## src/hdl/base64_stream_encoder_top_defines.svh

```systemverilog
// ----------------------------------------------------------------------------
// base64 stream encoder assertion macros
// shared assertion forms for the encoder modules
// ----------------------------------------------------------------------------
`ifndef BASE64_STREAM_ENCODER_TOP_DEFINES_SVH
`define BASE64_STREAM_ENCODER_TOP_DEFINES_SVH

// checked only while out of reset
`define B64SE_ASSERT(lbl, clk, rstn, prop) \
  lbl: assert property (@(posedge clk) disable iff (!rstn) prop) \
    else $error("b64se assertion failed");

// checked on every rising edge, reset included
`define B64SE_ASSERT_ALWAYS(lbl, clk, prop) \
  lbl: assert property (@(posedge clk) prop) \
    else $error("b64se assertion failed");

`endif

```

## src/hdl/b64se_pkg.sv

```systemverilog
// ----------------------------------------------------------------------------
// b64se_pkg
// types, codes and the alphabet lookup of the base64 stream encoder
// ----------------------------------------------------------------------------
package b64se_pkg;

  localparam int unsigned QueueDepthDefault = 2;
  localparam int unsigned CharW = 7;
  localparam int unsigned MaxChars = 4;

  // position of the next byte within its three-byte group
  localparam logic [1:0] PhaseFirst  = 2'd0;
  localparam logic [1:0] PhaseSecond = 2'd1;
  localparam logic [1:0] PhaseThird  = 2'd2;

  localparam logic [CharW-1:0] PadChar    = 7'h3D;
  localparam logic [CharW-1:0] AsciiUpper = 7'h41;
  localparam logic [CharW-1:0] AsciiLower = 7'h61;
  localparam logic [CharW-1:0] AsciiDigit = 7'h30;
  localparam logic [CharW-1:0] AsciiPlus  = 7'h2B;
  localparam logic [CharW-1:0] AsciiSlash = 7'h2F;

  // one classified byte: up to four characters for the back end
  typedef struct packed {
    logic [MaxChars-1:0][CharW-1:0] chars;
    logic [1:0]                     last_idx;
    logic                           eom;
  } job_t;

  function automatic logic [CharW-1:0] sym(input logic [5:0] six);
    logic [CharW-1:0] s;
    s = {1'b0, six};
    if (six < 6'd26) begin
      return AsciiUpper + s;
    end else if (six < 6'd52) begin
      return AsciiLower + s - 7'd26;
    end else if (six < 6'd62) begin
      return AsciiDigit + s - 7'd52;
    end else if (six == 6'd62) begin
      return AsciiPlus;
    end
    return AsciiSlash;
  endfunction

endpackage

```

## src/hdl/b64se_front.sv

```systemverilog
// ----------------------------------------------------------------------------
// b64se_front
// accepts bytes, tracks the group phase and builds the character words
// ----------------------------------------------------------------------------
module b64se_front (
  input  logic             clk_i,
  input  logic             rst_ni,
  input  logic             push_i,
  input  logic [7:0]       data_byte_i,
  input  logic             end_of_message_i,
  input  logic             q_full_i,
  output logic             q_push_o,
  output b64se_pkg::job_t  q_job_o
);

  logic [1:0] phase_q, phase_d;
  logic [3:0] left_q, left_d;
  logic       accept;

  assign accept   = push_i && !q_full_i;
  assign q_push_o = accept;

  always_comb begin
    q_job_o.chars    = {b64se_pkg::MaxChars{b64se_pkg::PadChar}};
    q_job_o.eom      = end_of_message_i;
    q_job_o.last_idx = 2'd0;
    phase_d          = b64se_pkg::PhaseFirst;
    left_d           = 4'd0;
    unique case (phase_q)
      b64se_pkg::PhaseSecond: begin
        q_job_o.chars[0] = b64se_pkg::sym({left_q[1:0], data_byte_i[7:4]});
        if (end_of_message_i) begin
          q_job_o.chars[1] = b64se_pkg::sym({data_byte_i[3:0], 2'b00});
          q_job_o.last_idx = 2'd2;
        end else begin
          left_d  = data_byte_i[3:0];
          phase_d = b64se_pkg::PhaseThird;
        end
      end
      b64se_pkg::PhaseThird: begin
        q_job_o.chars[0] = b64se_pkg::sym({left_q, data_byte_i[7:6]});
        q_job_o.chars[1] = b64se_pkg::sym(data_byte_i[5:0]);
        q_job_o.last_idx = 2'd1;
      end
      // unused phase code behaves as the start of a group
      default: begin
        q_job_o.chars[0] = b64se_pkg::sym(data_byte_i[7:2]);
        if (end_of_message_i) begin
          q_job_o.chars[1] = b64se_pkg::sym({data_byte_i[1:0], 4'b0000});
          q_job_o.last_idx = 2'd3;
        end else begin
          left_d  = {2'b00, data_byte_i[1:0]};
          phase_d = b64se_pkg::PhaseSecond;
        end
      end
    endcase
  end

  always_ff @(posedge clk_i or negedge rst_ni) begin
    if (!rst_ni) begin
      phase_q <= b64se_pkg::PhaseFirst;
      left_q  <= 4'd0;
    end else if (accept) begin
      phase_q <= phase_d;
      left_q  <= left_d;
    end
  end

endmodule

```

## src/hdl/b64se_queue.sv

```systemverilog
// ----------------------------------------------------------------------------
// b64se_queue
// short word queue between the front and back ends
// ----------------------------------------------------------------------------
`include "base64_stream_encoder_top_defines.svh"

module b64se_queue #(
  parameter int unsigned Depth = b64se_pkg::QueueDepthDefault
) (
  input  logic             clk_i,
  input  logic             rst_ni,
  input  logic             push_i,
  input  b64se_pkg::job_t  push_job_i,
  input  logic             pop_i,
  output b64se_pkg::job_t  head_job_o,
  output logic             full_o,
  output logic             empty_o
);

  localparam int unsigned PtrW = (Depth > 1) ? $clog2(Depth) : 1;
  localparam int unsigned CntW = $clog2(Depth + 1);

  b64se_pkg::job_t slots_q [Depth];
  logic [PtrW-1:0] wr_ptr_q, rd_ptr_q;
  logic [CntW-1:0] count_q;
  logic            do_push, do_pop;

  assign full_o     = (count_q == CntW'(Depth));
  assign empty_o    = (count_q == '0);
  assign do_push    = push_i && !full_o;
  assign do_pop     = pop_i && !empty_o;
  assign head_job_o = slots_q[rd_ptr_q];

  function automatic logic [PtrW-1:0] wrap_inc(input logic [PtrW-1:0] p);
    return (p == PtrW'(Depth - 1)) ? '0 : p + 1'b1;
  endfunction

  always_ff @(posedge clk_i) begin
    if (do_push) begin
      slots_q[wr_ptr_q] <= push_job_i;
    end
  end

  always_ff @(posedge clk_i or negedge rst_ni) begin
    if (!rst_ni) begin
      wr_ptr_q <= '0;
      rd_ptr_q <= '0;
      count_q  <= '0;
    end else begin
      if (do_push) begin
        wr_ptr_q <= wrap_inc(wr_ptr_q);
      end
      if (do_pop) begin
        rd_ptr_q <= wrap_inc(rd_ptr_q);
      end
      if (do_push && !do_pop) begin
        count_q <= count_q + 1'b1;
      end else if (do_pop && !do_push) begin
        count_q <= count_q - 1'b1;
      end
    end
  end

  `B64SE_ASSERT_ALWAYS(a_count_in_range, clk_i, count_q <= CntW'(Depth))
  `B64SE_ASSERT(a_ptr_gap_matches_count, clk_i, rst_ni,
                (count_q == '0 || count_q == CntW'(Depth)) |-> wr_ptr_q == rd_ptr_q)

endmodule

```

## src/hdl/b64se_back.sv

```systemverilog
// ----------------------------------------------------------------------------
// b64se_back
// walks the characters of each queued word into the output register
// ----------------------------------------------------------------------------
`include "base64_stream_encoder_top_defines.svh"

module b64se_back (
  input  logic                          clk_i,
  input  logic                          rst_ni,
  input  b64se_pkg::job_t               head_job_i,
  input  logic                          q_empty_i,
  output logic                          q_pop_o,
  input  logic                          pop_i,
  output logic                          empty_o,
  output logic [b64se_pkg::CharW-1:0]   out_char_o,
  output logic                          last_char_o
);

  logic [1:0]                 idx_q;
  logic                       valid_q;
  logic [b64se_pkg::CharW-1:0] char_q;
  logic                       last_q;
  logic                       load, at_end;

  // output slot is free when empty or being taken this cycle
  assign load    = !q_empty_i && (!valid_q || pop_i);
  assign at_end  = (idx_q == head_job_i.last_idx);
  assign q_pop_o = load && at_end;

  always_ff @(posedge clk_i) begin
    if (load) begin
      char_q <= head_job_i.chars[idx_q];
      last_q <= head_job_i.eom && at_end;
    end
  end

  always_ff @(posedge clk_i or negedge rst_ni) begin
    if (!rst_ni) begin
      idx_q   <= 2'd0;
      valid_q <= 1'b0;
    end else begin
      if (load) begin
        idx_q   <= at_end ? 2'd0 : idx_q + 2'd1;
        valid_q <= 1'b1;
      end else if (pop_i) begin
        valid_q <= 1'b0;
      end
    end
  end

  assign empty_o     = !valid_q;
  assign out_char_o  = char_q;
  assign last_char_o = last_q;

  `B64SE_ASSERT(a_idx_idle_zero, clk_i, rst_ni, q_empty_i |-> idx_q == 2'd0)
  `B64SE_ASSERT(a_idx_within_word, clk_i, rst_ni,
                !q_empty_i |-> idx_q <= head_job_i.last_idx)
  `B64SE_ASSERT(a_last_ends_word, clk_i, rst_ni,
                (load && head_job_i.eom && at_end) |=> (idx_q == 2'd0 && last_q))

endmodule

```

## src/hdl/base64_stream_encoder_top.sv

```systemverilog
// a byte is queued in a slot, then each character is registered at the result ports
// throughput: one character per cycle while pop is high; one to four per byte,
//   four thirds on average over long messages, set by the single output register
// queue of QueueDepth words lets the byte side run ahead of the character side
// reset (rst_ni low, asynchronous): group phase and leftover bits cleared, queue and
//   output emptied
// ----------------------------------------------------------------------------
// base64_stream_encoder_top
// byte stream to padded base64 character stream
// ----------------------------------------------------------------------------
module base64_stream_encoder_top #(
  parameter int unsigned QueueDepth = b64se_pkg::QueueDepthDefault
) (
  input  logic                        clk_i,
  input  logic                        rst_ni,
  input  logic                        push,
  output logic                        full,
  input  logic [7:0]                  data_byte_i,
  input  logic                        end_of_message_i,
  output logic                        empty,
  input  logic                        pop,
  output logic [b64se_pkg::CharW-1:0] out_char_o,
  output logic                        last_char_o
);

  b64se_pkg::job_t push_job, head_job;
  logic            q_push, q_pop, q_full, q_empty;

  assign full = q_full;

  b64se_front u_front (
    .clk_i            (clk_i),
    .rst_ni           (rst_ni),
    .push_i           (push),
    .data_byte_i      (data_byte_i),
    .end_of_message_i (end_of_message_i),
    .q_full_i         (q_full),
    .q_push_o         (q_push),
    .q_job_o          (push_job)
  );

  b64se_queue #(
    .Depth (QueueDepth)
  ) u_queue (
    .clk_i      (clk_i),
    .rst_ni     (rst_ni),
    .push_i     (q_push),
    .push_job_i (push_job),
    .pop_i      (q_pop),
    .head_job_o (head_job),
    .full_o     (q_full),
    .empty_o    (q_empty)
  );

  b64se_back u_back (
    .clk_i       (clk_i),
    .rst_ni      (rst_ni),
    .head_job_i  (head_job),
    .q_empty_i   (q_empty),
    .q_pop_o     (q_pop),
    .pop_i       (pop),
    .empty_o     (empty),
    .out_char_o  (out_char_o),
    .last_char_o (last_char_o)
  );

endmodule

```

## config.mk

```make
export PLATFORM = sky130hd
export DESIGN_NAME = base64_stream_encoder_top
export DESIGN_NICKNAME = d
export VERILOG_FILES = /design/src/hdl/b64se_pkg.sv /design/src/hdl/b64se_front.sv /design/src/hdl/b64se_queue.sv /design/src/hdl/b64se_back.sv /design/src/hdl/base64_stream_encoder_top.sv
export VERILOG_INCLUDE_DIRS = /design/src /design/src/hdl
export SDC_FILE = /design/constraint.sdc
export NUM_CORES = 1
export LEC_CHECK = 0
export BUFFER_PORTS_ARGS = -buffer_cell sky130_fd_sc_hd__buf_4
export CAP_MARGIN = 40
export CORE_MARGIN = 2
export CORE_UTILIZATION = 31
export DETAILED_ROUTE_END_ITERATION = 10
export GPL_TIMING_DRIVEN = 0
export PLACE_DENSITY_LB_ADDON = 0.3
export RECOVER_POWER = 100
export SLEW_MARGIN = 25
export SYNTH_ARGS = -nofsm -noshare
export SYNTH_HDL_FRONTEND = slang
export SYNTH_HIERARCHICAL = 1
export SYNTH_SLANG_ARGS = --single-unit
export TNS_END_PERCENT = 20
```

## constraint.sdc

```tcl
create_clock -name clk_i -period 3.5 [get_ports clk_i]
set_clock_uncertainty 0.05 [all_clocks]
set_input_delay 0.525 -clock clk_i [delete_from_list [all_inputs] [get_ports clk_i]]
set_output_delay 0.525 -clock clk_i [all_outputs]
set_load 0.005 [all_outputs]
```

# ---- Word level (Yosys, flattened, before mapping)
# Memory sizes are Yosys's and may differ from the RTL's.
# Cells that the tools add are included.
dict set report op_classes {
  addsub 35
  order_cmp 19
  eq_ne 8
  muxes 80
  n_reduce_logical 18
}
# op n
set ops {}
lappend ops {{$mux W7} 31}
lappend ops {{$add A7 B6 Y7 const A} 12}
lappend ops {{$lt A6 B6 Y1 const B} 12}
lappend ops {{$add A6 B6 Y7 const A} 6}
lappend ops {{$sub A7 B5 Y7 const B} 6}
lappend ops {{$sub A7 B6 Y7 const B} 6}
lappend ops {{$mux W1} 37}
lappend ops {{$lt A6 B5 Y1 const B} 6}
lappend ops {{$pmux W16 S2} 1}
lappend ops {{$eq A6 B6 Y1 const B} 4}
lappend ops {{$bmux W7 S2} 1}
lappend ops {{$mux W2} 7}
lappend ops {{$logic_and A1 B1 Y1} 8}
lappend ops {{$pmux W4 S2} 1}
lappend ops {{$logic_not A1 Y1} 5}
lappend ops {{$add A2 B1 Y2 const B} 2}
lappend ops {{$eq A2 B2 Y1 const B} 2}
lappend ops {{$mux W4} 1}
lappend ops {{$pmux W2 S2} 1}
lappend ops {{$reduce_bool A2 Y1} 2}
lappend ops {{$lt A2 B3 Y1 const B} 1}
lappend ops {{$add A1 B1 Y1 const B} 2}
lappend ops {{$eq A2 B1 Y1 const B} 1}
lappend ops {{$eq A2 B2 Y1} 1}
lappend ops {{other kinds (4)} 4}
dict set report word_totals {
  regBits 21
  ramBits 34
  input_bits 13
  out_inout_bits 10
  elab_cells 170
  n_memories 1
}
# memory words word_bits rd rd_ports_with_merged_regs wr line
set mem_list {}
lappend mem_list {u_queue.slots_q 2 17 1 0 1 b64se_queue.sv:23} ;# b64se_pkg::job_t slots_q [Depth];

# ---- Logic depth before layout (Yosys ltp)
dict set report depth {
  ltp_word 9
  depth_mapped 11
  depth_no_buf 10
}

# ---- Modules after synthesis
# Netlist, hierarchy kept.
# mod instances cells_per_inst area_per_inst_um2 seq_area_each_um2
set modules_own_cells {}
lappend modules_own_cells {b64se_queue 1 116 2587.5 1961.9}
lappend modules_own_cells {b64se_front 1 345 2384.8 150.1}
lappend modules_own_cells {b64se_back 1 38 601.8 315.3}

# ---- Least setup slack after synthesis
# No wires, ideal clock.
dict set report synth_path {
  path_type {register to register}
  startpoint {register u_queue.count_q[0]}
  endpoint {memory u_queue/slots_q[0][0] in the netlist's numbering (enable)}
  setup_ps 419
  t_arrival_ps 2433
  required_time_ps 3031
  slack_ps 598
  path_stages_with_launch 8
  n_path_buf 1
  synth_period_minus_slack_ps 2902
  cell_sequence {dfrtp_1 nand2b_1 inv_1 nand2b_1 clkbuf_1 inv_1 nand2_1 nor2_1}
}
dict set report synth_between {
  elab_chain_cells 6
}
# item line
set synth_lines {}
lappend synth_lines {{start: declaration} b64se_queue.sv:25} ;# logic [CntW-1:0] count_q;
lappend synth_lines {{start signal: assignment} b64se_queue.sv:57} ;# count_q <= count_q + 1'b1;
lappend synth_lines {{start signal: assignment} b64se_queue.sv:59} ;# count_q <= count_q - 1'b1;
lappend synth_lines {{$eq A2 B2 Y1} b64se_queue.sv:28} ;# assign full_o = (count_q == CntW'(Depth));
lappend synth_lines {{net full} base64_stream_encoder_top.sv:17} ;# output logic full,
lappend synth_lines {{$logic_not A1 Y1} b64se_front.sv:20} ;# assign accept = push_i && !q_full_i;
lappend synth_lines {{$logic_and A1 B1 Y1} b64se_front.sv:20}
lappend synth_lines {{net q_push} base64_stream_encoder_top.sv:27} ;# logic q_push, q_pop, q_full, q_empty;
lappend synth_lines {{$logic_and A1 B1 Y1} b64se_queue.sv:30} ;# assign do_push = push_i && !full_o;
lappend synth_lines {{$mux W1} b64se_queue.sv:39} ;# if (do_push) begin
lappend synth_lines {{$mux W1 (implied by the code)} b64se_queue.sv:40} ;# slots_q[wr_ptr_q] <= push_job_i;
lappend synth_lines {{end: declaration} b64se_queue.sv:23}
# The timed path passes the listed nets, and every way through them passes these cells.

==> metrics <==
# diodes=0; top-count cell post-synth=edfxtp_1; reg2reg path depth=10; ys flop type=edfxtp_1; Slew Limit Fails=0; Final Hold Fails=0; Clock Path Buffers=2; complex-gate fraction of the synthesized area=0.158; CP Class=reg2reg; met3 wire length=587 um; FILL cells=roughly 1.8k; clk sinks=83; share of the yosys chip area belonging to registers=0.435; top layer in use=met4; maximum VDD drop=0.000293 V; DPL Wire Length=10,000 um; Unique masters post-synth=70; setup slack, reg-to-reg=about 540 ps; adder-cell area share of the yosys netlist=0.0494; register area=between 2000 and 2500 sq um; area occupied by multi-input gates=around 2700 sq um; Layout area overhead=13.3%; clock slew seen by the registers of the worst setup and hold paths=about 60 ps; Final period util=0.845; multiplexer area fraction after synthesis=0.118; clock latency on the worst-skew pair=approximately 330 ps; DRC errors left=0; vias in the first global route=4,217; clock root cell=clkbuf_16; Crit-path slowest cell=clkbuf_1; via count=slightly above 4k; drt pass-1 iters=5; Final ANT Viol Nets=0; post-cts resize count=0; relative slew slack=0.276; gr ovfl total=0; Iteration-0 DRC Markers=between 300 and 400; Post-synth ARST share=0.157; core box area=between 15,000 and 20,000 sq um; Min-Delay Path Class=reg2reg; final setup fails=0; # nets final=583; CP Data Required Time=3710 ps; dominant cell type by area after synthesis=edfxtp_1; gr usage total=0.145; CTS tree=done; Area contributors post-synth=edfxtp_1 (38%), mux2_4 (7.8%), dfrtp_1 (5.8%); cell family with most CP delay=buffers and inverters; slowest cell delay on critical path=between 600 and 700 ps; fmax=338 MHz; worst path arrival time=3160 ps; status=finished clean; total negative slack=0 ps; FF-to-FF End=u_queue/count_q[1]$_DFFE_PN0P_; Syn. warnings=6; Post-synth EDFFs=70; combinational family with the most area after synthesis=compound AO/OA/AOI/OAI gates; H-tree depth=3; RSZ-0062 raised after global routing=false; worst path cell trace=clkbuf_1, clkbuf_1, mux2_4, xor2_1, nor4_1, o21ai_0, ha_1, xor2_1, nor2_1, xor2_1; CP most frequent cell=xor2_1; Final Non-Filler Cells=around 780; worst-margin pin slew=1090 ps; # port buffers=22; pin count of the biggest net entering global routing=26; Critical Path Fanout Max=10; Metal-1 WL=roughly 6100 um; placed cell count=about 770; Worst R2R Start=u_queue/rd_ptr_q$_DFFE_PN0P_; PwrDens=just over 700 nW/um^2; met2 wire len=approximately 6700 um; cells after synthesis=approximately 500; drt total wl=between 10,000 and 15,000 um; instance count on the critical path=10; critical path buffer and inverter count=2; crit path to=u_queue/count_q[1]$_DFFE_PN0P_; synthesized area=5570 sq um; RePlAce Congestion=around 0.9; Yosys reg bits=83; Row Count=49; width of the die=~140 um; Crit. Startpoint=u_queue/rd_ptr_q$_DFFE_PN0P_; most frequent cells after synthesis=edfxtp_1 (70), nand2_1 (37), mux2_4 (29); XOR/XNOR Fraction of Synth Area=0.0314; Die Y=roughly 140 um; wire length of the first global-routing pass=approximately 23,000 um; Fin Hold WS=approximately 470 ps; io pins=23; WL per Instance=~17 um; vias per cell=approximately 5.3; max_cap viols=0; die area=around 19,000 sq um; simple logic cell fraction of the synthesized area=0.128; CP startpoint kind=flip-flop; CP endpoint kind=flip-flop; Leak=around 2.4 nW; share of the synthesized area in the top cell type=0.377; Initial Utilization=0.314; layout cell share with drive strength beyond 1=0.193; initial antenna violation count=0; TritonCTS Buffers=9; Avg Cell Area, Syn=11.2 sq um; fin crit period=approximately 3000 ps
per-stage QoR:
stage | worst slack (ps) | instance area, sq um | util | total power [mW]
global route | 308 | 6320 | 0.355 | 4.84
floorplan | 598 | 5620 | - | 3.15
finish | 544 | 6320 | 0.355 | 4.56
CTS | 656 | 6430 | 0.362 | 4.74
global placement | -398 | 6070 | 0.341 | 3.70
detailed placement | 358 | 6120 | 0.344 | 3.78
sequential cells by signal (all words and copies together), names as in the netlist:
signal / count
u_back/idx_q: 2
u_back/last_char_o: 1
u_back/out_char_o: 7
u_back/valid_q: 1
u_front/left_q: 4
u_front/phase_q: 2
u_queue/count_q: 2
u_queue/rd_ptr_q: 1
u_queue/slots_q: 62
u_queue/wr_ptr_q: 1
cell families after synthesis:
| logic type | after synthesis |
|---|---|
| other cells | 2 |
| compound gates | 124 |
| flops | 83 |
| mux | 42 |
| buf+inv | 70 |
| xor+xnor | 20 |
| simple gates | 136 |
| fa+ha+maj | 22 |
worst reg2reg max path, stage by stage, from the launching register on:
cell	delay (ps)
dfrtp_1	320
clkbuf_1	250
clkbuf_1	630
mux2_4	370
xor2_1	170
nor4_1	220
o21ai_0	220
ha_1	250
xor2_1	140
nor2_1	120
xor2_1	150
power breakdown:
| part | internal (mW) | leakage [nW] | total (mW) | switching (mW) |
|---|---|---|---|---|
| registers | 1.52 | 0.811 | 1.63 | 0.107 |
| clock network | 0.557 | 0.140 | 0.942 | 0.385 |
| logic | 0.899 | 1.49 | 1.98 | 1.08 |
cell usage in the layout, fill, tap and decap left out, types with 7 or more instances in the layout:
cell type / count
dfrtp_1: 13
clkbuf_16: 9
nor2b_1: 8
o21ai_0: 26
buf_4: 26
nand3_1: 15
inv_1: 24
nor3_1: 11
xor2_1: 7
a21oi_1: 21
a21o_1: 9
conb_1: 14
nand2_1: 37
mux4_2: 7
nand2b_1: 11
xnor2_1: 13
nor2_1: 16
edfxtp_1: 70
mux2_4: 23
ha_1: 22
clkbuf_4: 11
clkbuf_1: 20
buf_2: 7
a31oi_1: 9
worst min-delay path by stage:
stage / cells after the start / endpoint / slack (ps) / start
6_report: 1 / u_queue/count_q[1]$_DFFE_PN0P_ / 470 / u_queue/count_q[1]$_DFFE_PN0P_
5_1_grt: 1 / u_queue/count_q[1]$_DFFE_PN0P_ / 490 / u_queue/count_q[1]$_DFFE_PN0P_
4_1_cts: 3 / u_back/valid_q$_DFFE_PN0P_ / 460 / pop
3_5_place_dp: 1 / u_queue/count_q[0]$_DFFE_PN0P_ / 330 / rst_ni
3_3_place_gp: 1 / u_back/valid_q$_DFFE_PN0P_ / 330 / rst_ni
2_1_floorplan: 0 / u_back/idx_q[0]$_DFFE_PN0P_ / 180 / rst_ni
final cells by class:
cell class / instances / area share
clock inverters: 7 / 0.0119
plain buffers: 46 / 0.0467
well taps: 229 / 0.0454
clock buffers: 9 / 0.0357
multi-input cells: 358 / 0.432
flip-flops and latches: 83 / 0.384
inverters: 24 / 0.0143
repair buffers: 26 / 0.0297
metal layers:
metal	GRT usage	up-vias
met5	0	-
met4	0.0403	0
met3	0.0267	15
met2	0.249	138
met1	0.189	2027
li1	-	1944
repair_timing:
item / CTS / global route
buffers inserted: 0 / 0
hold buffers: 1 / 0
setup endpoints to repair: 0 / 0
endpoints found under the hold margin: 13 / 0
(Power assumes the default switching activity.)
